===== src/rtl/aqc_pkg.sv =====
// Package for the autotile quarter composer: types, constants and ROM functions.
package aqc_pkg;

   localparam int MaxSlots    = 1024;
   localparam int SlotsPerRow = 64;
   localparam int SlotW       = $clog2(MaxSlots);
   localparam int CountW      = SlotW + 1;
   localparam int ColW        = (SlotsPerRow > 1) ? $clog2(SlotsPerRow) : 1;
   localparam int RowShift    = $clog2(SlotsPerRow);
   localparam int WaterDepth  = 6768;
   localparam int WallDepth   = 600;
   localparam int WaterAw     = $clog2(WaterDepth);
   localparam int WallAw      = $clog2(WallDepth);
   localparam int CacheW      = SlotW + 1;

   typedef enum logic [2:0] {
      ST_NEW     = 3'd0,
      ST_REUSED  = 3'd1,
      ST_CACHED  = 3'd2,
      ST_BADEDGE = 3'd3,
      ST_BADPAT  = 3'd4,
      ST_BADWALL = 3'd5,
      ST_OTHER   = 3'd6,
      ST_FULL    = 3'd7
   } status_type;

   // Pattern ROM: 0 means take quarter from the B edge, 4|v means A row v.
   function automatic logic [2:0] pattern_rom(input logic [5:0] pat, input logic [1:0] q);
      logic [11:0] r;
      begin
         case (pat)
            6'd0:  r = 12'o0000; 6'd1:  r = 12'o7000; 6'd2:  r = 12'o0700;
            6'd3:  r = 12'o7700; 6'd4:  r = 12'o0007; 6'd5:  r = 12'o7007;
            6'd6:  r = 12'o0707; 6'd7:  r = 12'o7707; 6'd8:  r = 12'o0070;
            6'd9:  r = 12'o7070; 6'd10: r = 12'o0770; 6'd11: r = 12'o7770;
            6'd12: r = 12'o0077; 6'd13: r = 12'o7077; 6'd14: r = 12'o0777;
            6'd15: r = 12'o7777; 6'd16: r = 12'o5050; 6'd17: r = 12'o5750;
            6'd18: r = 12'o5057; 6'd19: r = 12'o5757; 6'd20: r = 12'o6600;
            6'd21: r = 12'o6607; 6'd22: r = 12'o6670; 6'd23: r = 12'o6677;
            6'd24: r = 12'o0505; 6'd25: r = 12'o0575; 6'd26: r = 12'o7505;
            6'd27: r = 12'o7575; 6'd28: r = 12'o0066; 6'd29: r = 12'o7066;
            6'd30: r = 12'o0766; 6'd31: r = 12'o7766; 6'd32: r = 12'o5555;
            6'd33: r = 12'o6666; 6'd34: r = 12'o4650; 6'd35: r = 12'o4657;
            6'd36: r = 12'o6405; 6'd37: r = 12'o6475; 6'd38: r = 12'o0564;
            6'd39: r = 12'o7564; 6'd40: r = 12'o5046; 6'd41: r = 12'o5746;
            6'd42: r = 12'o4455; 6'd43: r = 12'o4646; 6'd44: r = 12'o5544;
            6'd45: r = 12'o6464; 6'd46: r = 12'o4444;
            default: r = 12'o0000;
         endcase
         case (q)
            2'd0:    pattern_rom = r[11:9];
            2'd1:    pattern_rom = r[8:6];
            2'd2:    pattern_rom = r[5:3];
            default: pattern_rom = r[2:0];
         endcase
      end
   endfunction

   // Wall offset ROM: two bits per coordinate, TLx highest.
   function automatic logic [15:0] offset_rom(input logic [5:0] pat);
      begin
         case (pat)
            6'd0:  offset_rom = 16'h6666; 6'd1:  offset_rom = 16'h8666;
            6'd2:  offset_rom = 16'h6866; 6'd3:  offset_rom = 16'h8866;
            6'd4:  offset_rom = 16'h6668; 6'd5:  offset_rom = 16'h8668;
            6'd6:  offset_rom = 16'h6868; 6'd7:  offset_rom = 16'h8868;
            6'd8:  offset_rom = 16'h6686; 6'd9:  offset_rom = 16'h8686;
            6'd10: offset_rom = 16'h6886; 6'd11: offset_rom = 16'h8886;
            6'd12: offset_rom = 16'h6688; 6'd13: offset_rom = 16'h8688;
            6'd14: offset_rom = 16'h6888; 6'd15: offset_rom = 16'h8888;
            6'd16: offset_rom = 16'h2222; 6'd17: offset_rom = 16'h2822;
            6'd18: offset_rom = 16'h2228; 6'd19: offset_rom = 16'h2828;
            6'd20: offset_rom = 16'h5555; 6'd21: offset_rom = 16'h5558;
            6'd22: offset_rom = 16'h5585; 6'd23: offset_rom = 16'h5588;
            6'd24: offset_rom = 16'hAAAA; 6'd25: offset_rom = 16'hAA8A;
            6'd26: offset_rom = 16'h8AAA; 6'd27: offset_rom = 16'h8A8A;
            6'd28: offset_rom = 16'h7777; 6'd29: offset_rom = 16'h8777;
            6'd30: offset_rom = 16'h7877; 6'd31: offset_rom = 16'h8877;
            6'd32: offset_rom = 16'h2A2A; 6'd33: offset_rom = 16'h5577;
            6'd34: offset_rom = 16'h1111; 6'd35: offset_rom = 16'h1118;
            6'd36: offset_rom = 16'h9999; 6'd37: offset_rom = 16'h9989;
            6'd38: offset_rom = 16'hBBBB; 6'd39: offset_rom = 16'h8BBB;
            6'd40: offset_rom = 16'h3333; 6'd41: offset_rom = 16'h3833;
            6'd42: offset_rom = 16'h1919; 6'd43: offset_rom = 16'h1133;
            6'd44: offset_rom = 16'h3B3B; 6'd45: offset_rom = 16'h99BB;
            6'd46: offset_rom = 16'h193B; 6'd47: offset_rom = 16'h6666;
            6'd48: offset_rom = 16'h6666;
            default: offset_rom = 16'h0000;
         endcase
      end
   endfunction

endpackage


===== src/rtl/aqc_compose.sv =====
// Decodes a tile ID and composes its packed quarter word and cache index.
module aqc_compose (
   input  logic [12:0]                     tile_id,
   input  logic [1:0]                      frame,
   output aqc_pkg::status_type             err_status,
   output logic                            err,
   output logic                            is_wall,
   output logic [aqc_pkg::WaterAw-1:0]     water_idx,
   output logic [aqc_pkg::WallAw-1:0]      wall_idx,
   output logic [31:0]                     word
);
   import aqc_pkg::*;

   logic [1:0]  wblock;
   logic [9:0]  wrem;
   logic [4:0]  edge_i;
   logic [5:0]  pat;
   logic [9:0]  lrem;
   logic [4:0]  lblock;
   logic [4:0]  lsub;
   logic [5:0]  lpat;
   logic [31:0] water_w;
   logic [31:0] wall_w;
   logic [3:0]  bx;
   logic [3:0]  by;
   logic [15:0] offs;
   logic [2:0]  p;
   logic [1:0]  t;
   logic [3:0]  qx;
   logic [3:0]  qy;
   logic        e;

   always_comb begin
      // Block by compare; division by 50 is a reciprocal multiply by 1311/65536,
      // which is exact for every remainder below 1024.
      if (tile_id >= 13'd2000) wblock = 2'd2;
      else if (tile_id >= 13'd1000) wblock = 2'd1;
      else wblock = 2'd0;
      wrem   = 10'(tile_id - 13'(wblock) * 13'd1000);
      edge_i = 5'((21'(wrem) * 21'd1311) >> 16);
      pat    = 6'(wrem - 10'(edge_i) * 10'd50);
      lrem   = 10'(tile_id - 13'd4000);
      lblock = 5'((21'(lrem) * 21'd1311) >> 16);
      lpat   = 6'(lrem - 10'(lblock) * 10'd50);

      water_w = '0;
      for (int q = 0; q < 4; q++) begin
         t = 2'd0;
         e = edge_i[q];
         p = pattern_rom(pat, 2'(q));
         if (p == 3'd0) begin
            t  = (wblock == 2'd2) ? {1'b0, e} ^ 2'd3 : {1'b0, e};
            qx = {2'b00, frame};
            qy = 4'd4 + {2'b00, t};
         end else begin
            qx = {2'b00, frame} + ((wblock == 2'd1) ? 4'd3 : 4'd0);
            qy = {2'b00, p[1:0]};
         end
         if (edge_i != 5'd0 && pat != 6'd0 && e) begin
            t  = (wblock == 2'd2) ? 2'd2 : 2'd1;
            qx = {2'b00, frame};
            qy = 4'd4 + {2'b00, t};
         end
         water_w[31-8*q -: 8] = {qx, qy};
      end

      lsub = lblock - 5'd4;
      if (lblock < 5'd4) begin
         bx = lblock[0] ? 4'd3 : 4'd0;
         by = 4'd8 + {1'b0, lblock[1], 2'b00};
      end else begin
         bx = lblock[0] ? 4'd9 : 4'd6;
         by = {lsub[2:1], 2'b00};
      end
      offs   = offset_rom(lpat);
      wall_w = '0;
      for (int q = 0; q < 4; q++) begin
         wall_w[31-8*q -: 8] = {bx + {2'b00, offs[15-4*q -: 2]},
                                by + {2'b00, offs[13-4*q -: 2]}};
      end

      water_idx = WaterAw'(((({11'd0, frame} * 13'd3 + {11'd0, wblock}) * 13'd16
                  + {8'd0, edge_i}) * 13'd47) + {7'd0, pat});
      wall_idx  = WallAw'(10'(lblock) * 10'd50 + 10'(lpat));

      err        = 1'b0;
      err_status = ST_OTHER;
      is_wall    = 1'b0;
      word       = water_w;
      if (tile_id < 13'd3000) begin
         if (edge_i >= 5'd16) begin
            err = 1'b1; err_status = ST_BADEDGE;
         end else if (pat >= 6'd47) begin
            err = 1'b1; err_status = ST_BADPAT;
         end
      end else if (tile_id >= 13'd4000 && tile_id < 13'd5000) begin
         is_wall = 1'b1;
         word    = wall_w;
         if (lblock >= 5'd12) begin
            err = 1'b1; err_status = ST_BADWALL;
         end
      end else begin
         err = 1'b1;
      end
   end
endmodule


===== config.mk =====
export PLATFORM = sky130hd
export DESIGN_NAME = aqc_compose
export DESIGN_NICKNAME = d
export VERILOG_FILES = /design/src/rtl/aqc_pkg.sv /design/src/rtl/aqc_compose.sv
export SDC_FILE = /design/constraint.sdc
export NUM_CORES = 1
export LEC_CHECK = 0
export ABC_AREA = 1
export BUFFER_PORTS_ARGS = -buffer_cell sky130_fd_sc_hd__buf_2
export CAP_MARGIN = 40
export CELL_PAD_IN_SITES_DETAIL_PLACEMENT = 0
export CELL_PAD_IN_SITES_GLOBAL_PLACEMENT = 1
export CORE_AREA = 3 3 147 149
export DETAILED_ROUTE_END_ITERATION = 16
export DIE_AREA = 0 0 150 152
export GPL_TIMING_DRIVEN = 1
export PLACE_DENSITY = 0.85
export SLEW_MARGIN = 20
export SYNTH_ARGS = -nofsm -noshare
export SYNTH_HDL_FRONTEND = slang
export SYNTH_SLANG_ARGS = --single-unit

===== constraint.sdc =====
create_clock -name vclk -period 16.3
set_clock_uncertainty 0.1 [all_clocks]
set_input_delay 2.445 -clock vclk [all_inputs]
set_output_delay 2.445 -clock vclk [all_outputs]
set_load 0.01 [all_outputs]

After elaboration in Yosys (flattened, before gate mapping)
Memory sizes are Yosys's and may differ from the RTL's.
Index checks and enable logic that the tools add are counted.
- add/sub/neg operators: 24
- $mul: 7
- divide/modulo/power cells: 0
- order comparisons: 9
- equal/unequal tests: 2
- shift-type cells: 0
- muxes and demuxes: 42
- bitwise operators: 4
- reductions and logical operators: 12
- operators with widths (cell ; number):
    $mux 32 ; 2
    $mux 4 ; 15
    $mul 10x11->21 const B ; 2
    $add 4x2->4 ; 8
    $mux 2 ; 11
    $add 3x2->4 const A ; 5
    $mux 3 ; 6
    $add 13x6->13 ; 1
    $ge 13x10->1 const B ; 1
    $ge 13x11->1 const B ; 1
    $ge 13x12->1 const B ; 1
    $lt 13x12->1 const B ; 1
    $lt 13x13->1 const B ; 1
    $mul 10x6->13 const B ; 1
    $logic_not 3->1 ; 4
    $sub 6x6->6 ; 2
    $add 10x6->10 ; 1
    $add 9x5->10 ; 1
    $sub 10x10->10 ; 1
    $sub 10x10->10 const B ; 1
    $mul 5x5->9 const B ; 1
    $mux 1 ; 8
    $not 1->2 ; 4
    $mul 2x7->7 const B ; 1
    other kinds (15) ; 20
- flip-flop bits (word level): 0
- latch bits: 0
- bits in writable memories: 0
- memory bits (read-only): 4096
- input bits: 15
- output and inout port bits: 60
- logic and storage cells: 105
- memories: 5
- memories (name ; words ; bits a word ; rd ports ; clocked after Yosys merged registers in ; write ports ; line ; source):
    (name not given) ; 64 ; 16 ; 1 ; 0 ; 0 ; aqc_pkg.sv:62 ; case (pat)
    (name not given) ; 64 ; 12 ; 1 ; 0 ; 0 ; aqc_pkg.sv:31 ; case (pat)
    (name not given) ; 64 ; 12 ; 1 ; 0 ; 0 ; aqc_pkg.sv:31 ;
    (name not given) ; 64 ; 12 ; 1 ; 0 ; 0 ; aqc_pkg.sv:31 ;
    (name not given) ; 64 ; 12 ; 1 ; 0 ; 0 ; aqc_pkg.sv:31 ;

Logic depth before layout (Yosys ltp)
Gate-level depths: netlist of run 1.
- depth after elaboration: 14
- depth in mapped cells: 63

Worst setup path before layout of run 1
Ideal clock, no wire load.
- kind: input-to-output
- start: in tile_id[0]
- end: out water_idx[12] (netlist name)
- arrival time: 12.824 ns
- slack: 0.931 ns
- stages: 53
- buffers on the path: 3
- cells stage by stage: buf_2 > clkinv_1 > nand4_1 > o21ai_0 > nand3_1 > and2_1 > buf_2 > inv_1 > buf_2 > nor2_1 > ha_1 > fa_1 > o21ai_0 > nand2_1 > nand2_1 > a21oi_1 > xor2_1 > inv_1 > (+17 left out) > nand2_1 > nand2_1 > inv_1 > ha_1 > fa_1 > fa_1 > ha_1 > ha_1 > nand2_1 > o21ai_0 > nor2_1 > nor2_1 > nor2_1 > o21bai_1 > nand2_1 > nand2_1 > a21oi_1 > xor2_1
- longest elaborated chain between the ends: 9
- elaborated cells between the ends (all ways): 13
- RTL lines (element ; line ; source):
    start, declared ; aqc_compose.sv:3 ; input logic [12:0] tile_id,
    $ge 13x10->1 ; aqc_compose.sv:37 ; else if (tile_id >= 13'd1000) wblock = 2'd1;
    $mux 1 ; aqc_compose.sv:37 ;
    $mux 2 ; aqc_compose.sv:36 ; if (tile_id >= 13'd2000) wblock = 2'd2;
    $mul 2x7->7 ; aqc_compose.sv:39 ; wrem = 10'(tile_id - 13'(wblock) * 13'd1000);
    $sub 10x10->10 ; aqc_compose.sv:39 ;
    $mul 10x11->21 ; aqc_compose.sv:40 ; edge_i = 5'((21'(wrem) * 21'd1311) >> 16);
    $add 9x5->10 or $mul 5x4->5 (tied branches) ; aqc_compose.sv:83, aqc_compose.sv:41 ;
    $mul 10x6->13 or $sub 6x6->6 (tied branches) ; aqc_compose.sv:83, aqc_compose.sv:41 ;
    $add 13x6->13 (*) ; aqc_compose.sv:83 ; + {8'd0, edge_i}) * 13'd47) + {7'd0, pat});
    end, declared ; aqc_compose.sv:8 ; output logic [aqc_pkg::WaterAw-1:0] water_idx,
Every way passes the cells marked *; elsewhere a longest branch is shown, timed or not.

Worst setup path in the final report of run 1
- start: in tile_id[5]
- end: out water_idx[12] (netlist name)
Same word-level chain as after synthesis.

==> qor.yml, run 1 <==
area_delta_synth_final_pct: 8.97
seq_area_frac_synth: 0
port_buffers: 75
gp_congestion: 0.941
outcome: "complete, no violations"
layout-drive-gt1-share: 0.125
slew_viol_final: 0
endpoint: "water_idx[12]"
wl_um: 24200
synth_common_cells: "inv_1 (253), ha_1 (252), nand2_1 (231)"
grt_pass1_wl_um: 41900
synth_area_um2: 9500
yosys_warnings: 0
fmax_mhz: 64.4
tightest_slew_ps: 669
period_share: 0.953
hold_viol: 0
grt_pass1_vias: 8661
dieArea_um2: 22800
synth_nets: 1662
startpoint: "tile_id[5]"
routedWlPerCell_um: 14.6
synth.area.top_cells: "ha_1 (33%), fa_1 (17%), inv_1 (10%)"
cpPeakStageDelay_ps: 580
cap_violations: 0
die_h_um: 152
antenna_found_initial: 1
synth.most_common_cell: "inv_1"
via_per_inst: 5.14
setup_viol: 0
hold_slack_ps: 5240
row_count: 52
hpwlAfterDp_um: 20800
synth.distinct_cells: 44
postRouteAntennaNets: 0
critPathMaxFanout: 11
num-clock-buffers: 0
fillers: 2101
grt.overflow.total: 0
seq_cell_count: 0
min_period_ps: 15530
cpMostUsedCell: "nand2_1"
grt_max_degree: 27
synth_top_cell_by_area: "ha_1"
start_util: 0.468
worst_setup_path_end_kind: "output port"
worstPathRequired_ps: 13760
num_vias: 8537
startpoint_type: "input port"
core_um2: 20300
critPathKind: "input port to output port"
die_x_um: 150
remaining_drc_errors: 0
final-seq-area_um2: 0
synth_cells: 1315
crit_path_top_delay_cell: "fa_1"
min_path_type: "input port to output port"
synth_top_cell_area_share: 0.332
cp.arrival_ps: 12980
drt-initial-drc-count: 319
grt.total_usage: 0.218
multi_input_area_um2: 8460
io_pins: 75
drt-pass1-iter-count: 5
slew-limit-headroom: 0.551
avgSynthCellArea_um2: 7.22
layout.nets: 1738
worst min-delay path by stage:
stage	from	to	slack, ps	depth (start not counted)
5_1_grt	frame[0]	word[28]	5250	4
6_report	frame[0]	word[28]	5240	4
3_5_place_dp	frame[0]	word[28]	5240	4
3_3_place_gp	frame[0]	word[28]	5230	4
2_1_floorplan	tile_id[0]	wall_idx[0]	4880	1
4_1_cts	frame[0]	word[28]	5230	4
per-layer routing:
| metal | part of all wire | track usage |
|---|---|---|
| met2 | 0.45 | 0.364 |
| met4 | 0.023 | 0.0401 |
| met3 | 0.038 | 0.0101 |
| met5 | 0 | 0 |
| met1 | 0.48 | 0.315 |
cells in the final DEF, fill, tap and decap left out, drive strengths merged, types with 3 or more instances in the layout:
master	n
a22oi	3
ha	252
buf	98
inv	259
o21ai	64
nand4	12
nor3	9
fa	80
a21oi	79
a21o	5
nand2	254
o21a	4
nand3b	3
and2	3
nor2	97
xnor2	17
a211oi	6
a31oi	4
xor2	46
o211ai	8
nand3	55
o21bai	10
or2	8
per-stage QoR:
step | instance area [um^2] | setup WS [ps] | cells | util | TNS [ps]
after floorplan | 9500 | 931 | 1315 | - | 0
after global routing | 10300 | -84.4 | 1659 | 0.510 | -118
after detailed placement | 10200 | 402 | 1657 | 0.505 | 0
final | 10300 | 771 | 1660 | 0.510 | 0
after CTS | 10200 | 360 | 1657 | 0.505 | 0
after global placement | 10200 | 576 | 1656 | 0.504 | 0
critical path, delay by kind of cell:
family,cells,cell delay (ps)
AO/OA/AOI/OAI,8,910
XOR/XNOR,3,450
adder cells (fa/ha/maj),15,5830
buffers and inverters,13,1330
AND/OR/NAND/NOR,19,2040
layout make-up:
cell class,instances,area share
tap,270,0.0326
multi-input combinational,1029,0.818
timing repair buffer,98,0.0537
antenna,1,0.000242
inverter,262,0.0956
repair_timing:
| item | CTS | global route |
|---|---|---|
| hold buffers | 0 | 0 |
| buffers inserted | 0 | 2 |
| setup endpoints to repair | 0 | 4 |
| gates resized for setup | 0 | 23 |
cell families (layout without fill, tap and decap cells):
group / Yosys count / after routing / synth area share
other cells: 0 / 1 / 0
buf+inv: 286 / 360 / 0.117
xor+xnor: 63 / 63 / 0.0581
simple gates: 443 / 443 / 0.211
compound gates: 191 / 191 / 0.114
fa+ha+maj: 332 / 332 / 0.501
Power of run 1 is not shown: default switching activity piles up to over one toggle a cycle in this logic, so the estimate is an artifact.
==> inputs of run 2 (changes only) <==
--- a/config.mk
+++ b/config.mk
@@ -10,11 +10,11 @@
 export CAP_MARGIN = 40
 export CELL_PAD_IN_SITES_DETAIL_PLACEMENT = 0
 export CELL_PAD_IN_SITES_GLOBAL_PLACEMENT = 1
-export CORE_AREA = 3 3 147 149
+export CORE_AREA = 3 3 141 143
 export DETAILED_ROUTE_END_ITERATION = 16
-export DIE_AREA = 0 0 150 152
+export DIE_AREA = 0 0 144 146
 export GPL_TIMING_DRIVEN = 1
-export PLACE_DENSITY = 0.85
+export PLACE_DENSITY = 0.92
 export SLEW_MARGIN = 20
 export SYNTH_ARGS = -nofsm -noshare
 export SYNTH_HDL_FRONTEND = slang
==> constraint.sdc (replaced) <==
create_clock -name vclk -period 18.76
set_clock_uncertainty 0.1 [all_clocks]
set_input_delay 2.814 -clock vclk [all_inputs]
set_output_delay 2.814 -clock vclk [all_outputs]
set_load 0.01 [all_outputs]
==> run 2 against run 1 <==
Compared with the run above: global-route usage is 0.72 points higher; non-clock buffer count is 15 lower; critical path depth is 4 lower; die area is 7.8% lower; largest cell class unchanged.
==> qor.yml, run 2 (synthesis gave the netlist of run 1 again) <==
endpoint: "water_idx[12]"
rsz0062_at_grt: "false"
whs_path_depth: 6  # +2
num_vias: 8519  # -0.21%
final-seq-area_um2: 0  # unchanged
drt-pass1-iter-count: 6  # +1
startpoint: "tile_id[2]"
via_per_inst: 5.30  # +3.0%
worstPathRequired_ps: 15850  # +2090 ps
cpPeakStageDelay_ps: 580  # about the same
dpl_worst_slack_ps: 1110  # +703 ps
min_path_type: "input port to output port"
hpwlAfterDp_um: 20600  # -1.1%
post_cts_buffers: 0  # unchanged
grt_pass1_wl_um: 39700  # -5.2%
routedWlPerCell_um: 14.8  # +1.6%
fin_util: 0.541  # +0.0315
die_h_um: 146  # -3.9%
drt-initial-drc-count: 543  # +70%
remaining_drc_errors: 0  # unchanged
slew-limit-headroom: 0.468  # -0.0829
fin_ws_ps: 1030  # +257 ps
cpMostUsedCell: "nand2_1"
cp_num_cells: 54  # -6.9%
worst_setup_path_end_kind: "output port"
die_x_um: 144  # -4.0%
critPathBufInv: 10  # -3
crit_family: "adder cells"
outcome: "complete, no violations"
antenna_found_initial: 1  # unchanged
io_pins: 75  # unchanged
grt_max_degree: 27  # unchanged
dieArea_um2: 21000  # -7.8%
core_um2: 18700  # -7.9%
dp_cells: 1607  # -3.0%
wl_um: 23800  # -1.6%
postRouteAntennaNets: 0  # unchanged
cp.arrival_ps: 14820  # +1840 ps
row_count: 50  # -3.8%
tightest_slew_ps: 793  # +123 ps
grt_pass1_vias: 8283  # -4.4%
start_util: 0.508  # +0.0399
ctsHoldBuffers: 0  # unchanged
layout-drive-gt1-share: 0.102  # -0.0227
min_period_ps: 17730
cap_violations: 0  # unchanged
layout.nets: 1723  # -0.86%
layout.cells.non_filler: 1608  # -3.1%
gp_congestion: 0.949  # +0.90%
fmax_mhz: 56.4
slew_viol_final: 0  # unchanged
port_buffers: 75  # unchanged
final_common_cell: "inv_1"
cts_resized: 0  # unchanged
period_share: 0.945
critPathKind: "input port to output port"
setup_tns_ps: 0  # unchanged
crit_path_top_delay_cell: "fa_1"
setup_viol: 0  # unchanged
area_delta_synth_final_pct: 6.63
grt.total_usage: 0.225  # +0.00718
final_cell_mix: "inv_1 (253), ha_1 (252), nand2_1 (231)"
seq_cell_count: 0  # unchanged
num-clock-buffers: 0  # unchanged
diodes: 0  # -1
critPathMaxFanout: 13  # +2
hold_viol: 0  # unchanged
startpoint_type: "input port"
grt.overflow.total: 0  # unchanged
[run 2: per-stage QoR]
| step | hold slack [ps] | area (um^2) |
|---|---|---|
| finish | 5990 | 10100 |
| global route | 6020 | 10100 |
| CTS | 5990 | 10100 |
| detailed placement | 5990 | 10100 |
| global placement | 5980 | 10100 |
| floorplan | 5620 | 9500 |
[run 2: worst min-delay path, stage by stage]
cell	delay [ps]
buf_2	140
nand2_1	60
nand2_1	50
nand2_1	50
nand2_1	40
buf_2	120
[run 2: per-layer routing]
| layer | track usage | part of all wire | up-vias |
|---|---|---|---|
| met3 | 0.0138 | 0.042 | 25 |
| met2 | 0.378 | 0.47 | 217 |
| met5 | 0 | 0.00084 | - |
| li1 | - | - | 4345 |
| met4 | 0.0273 | 0.012 | 2 |
| met1 | 0.327 | 0.48 | 3930 |
[run 2: worst min path at each step]
| stage | startpoint | to |
|---|---|---|
| after global placement | frame[0] | word[28] |
| final | frame[1] | word[21] |
| after floorplan | tile_id[0] | wall_idx[0] |
| after global routing | frame[0] | word[28] |
| after detailed placement | frame[0] | word[28] |
| after CTS | frame[0] | word[28] |
[run 2: area by class of cell]
| type | instances | area [um^2] |
|---|---|---|
| Fill cell | 1814 | 8580 |
| Timing Repair Buffer | 83 | 463 |
| Tap cell | 234 | 293 |
| Multi-Input combinational cell | 1029 | 8390 |
| Inverter | 262 | 986 |
Power of run 2 is left out for the same reason.
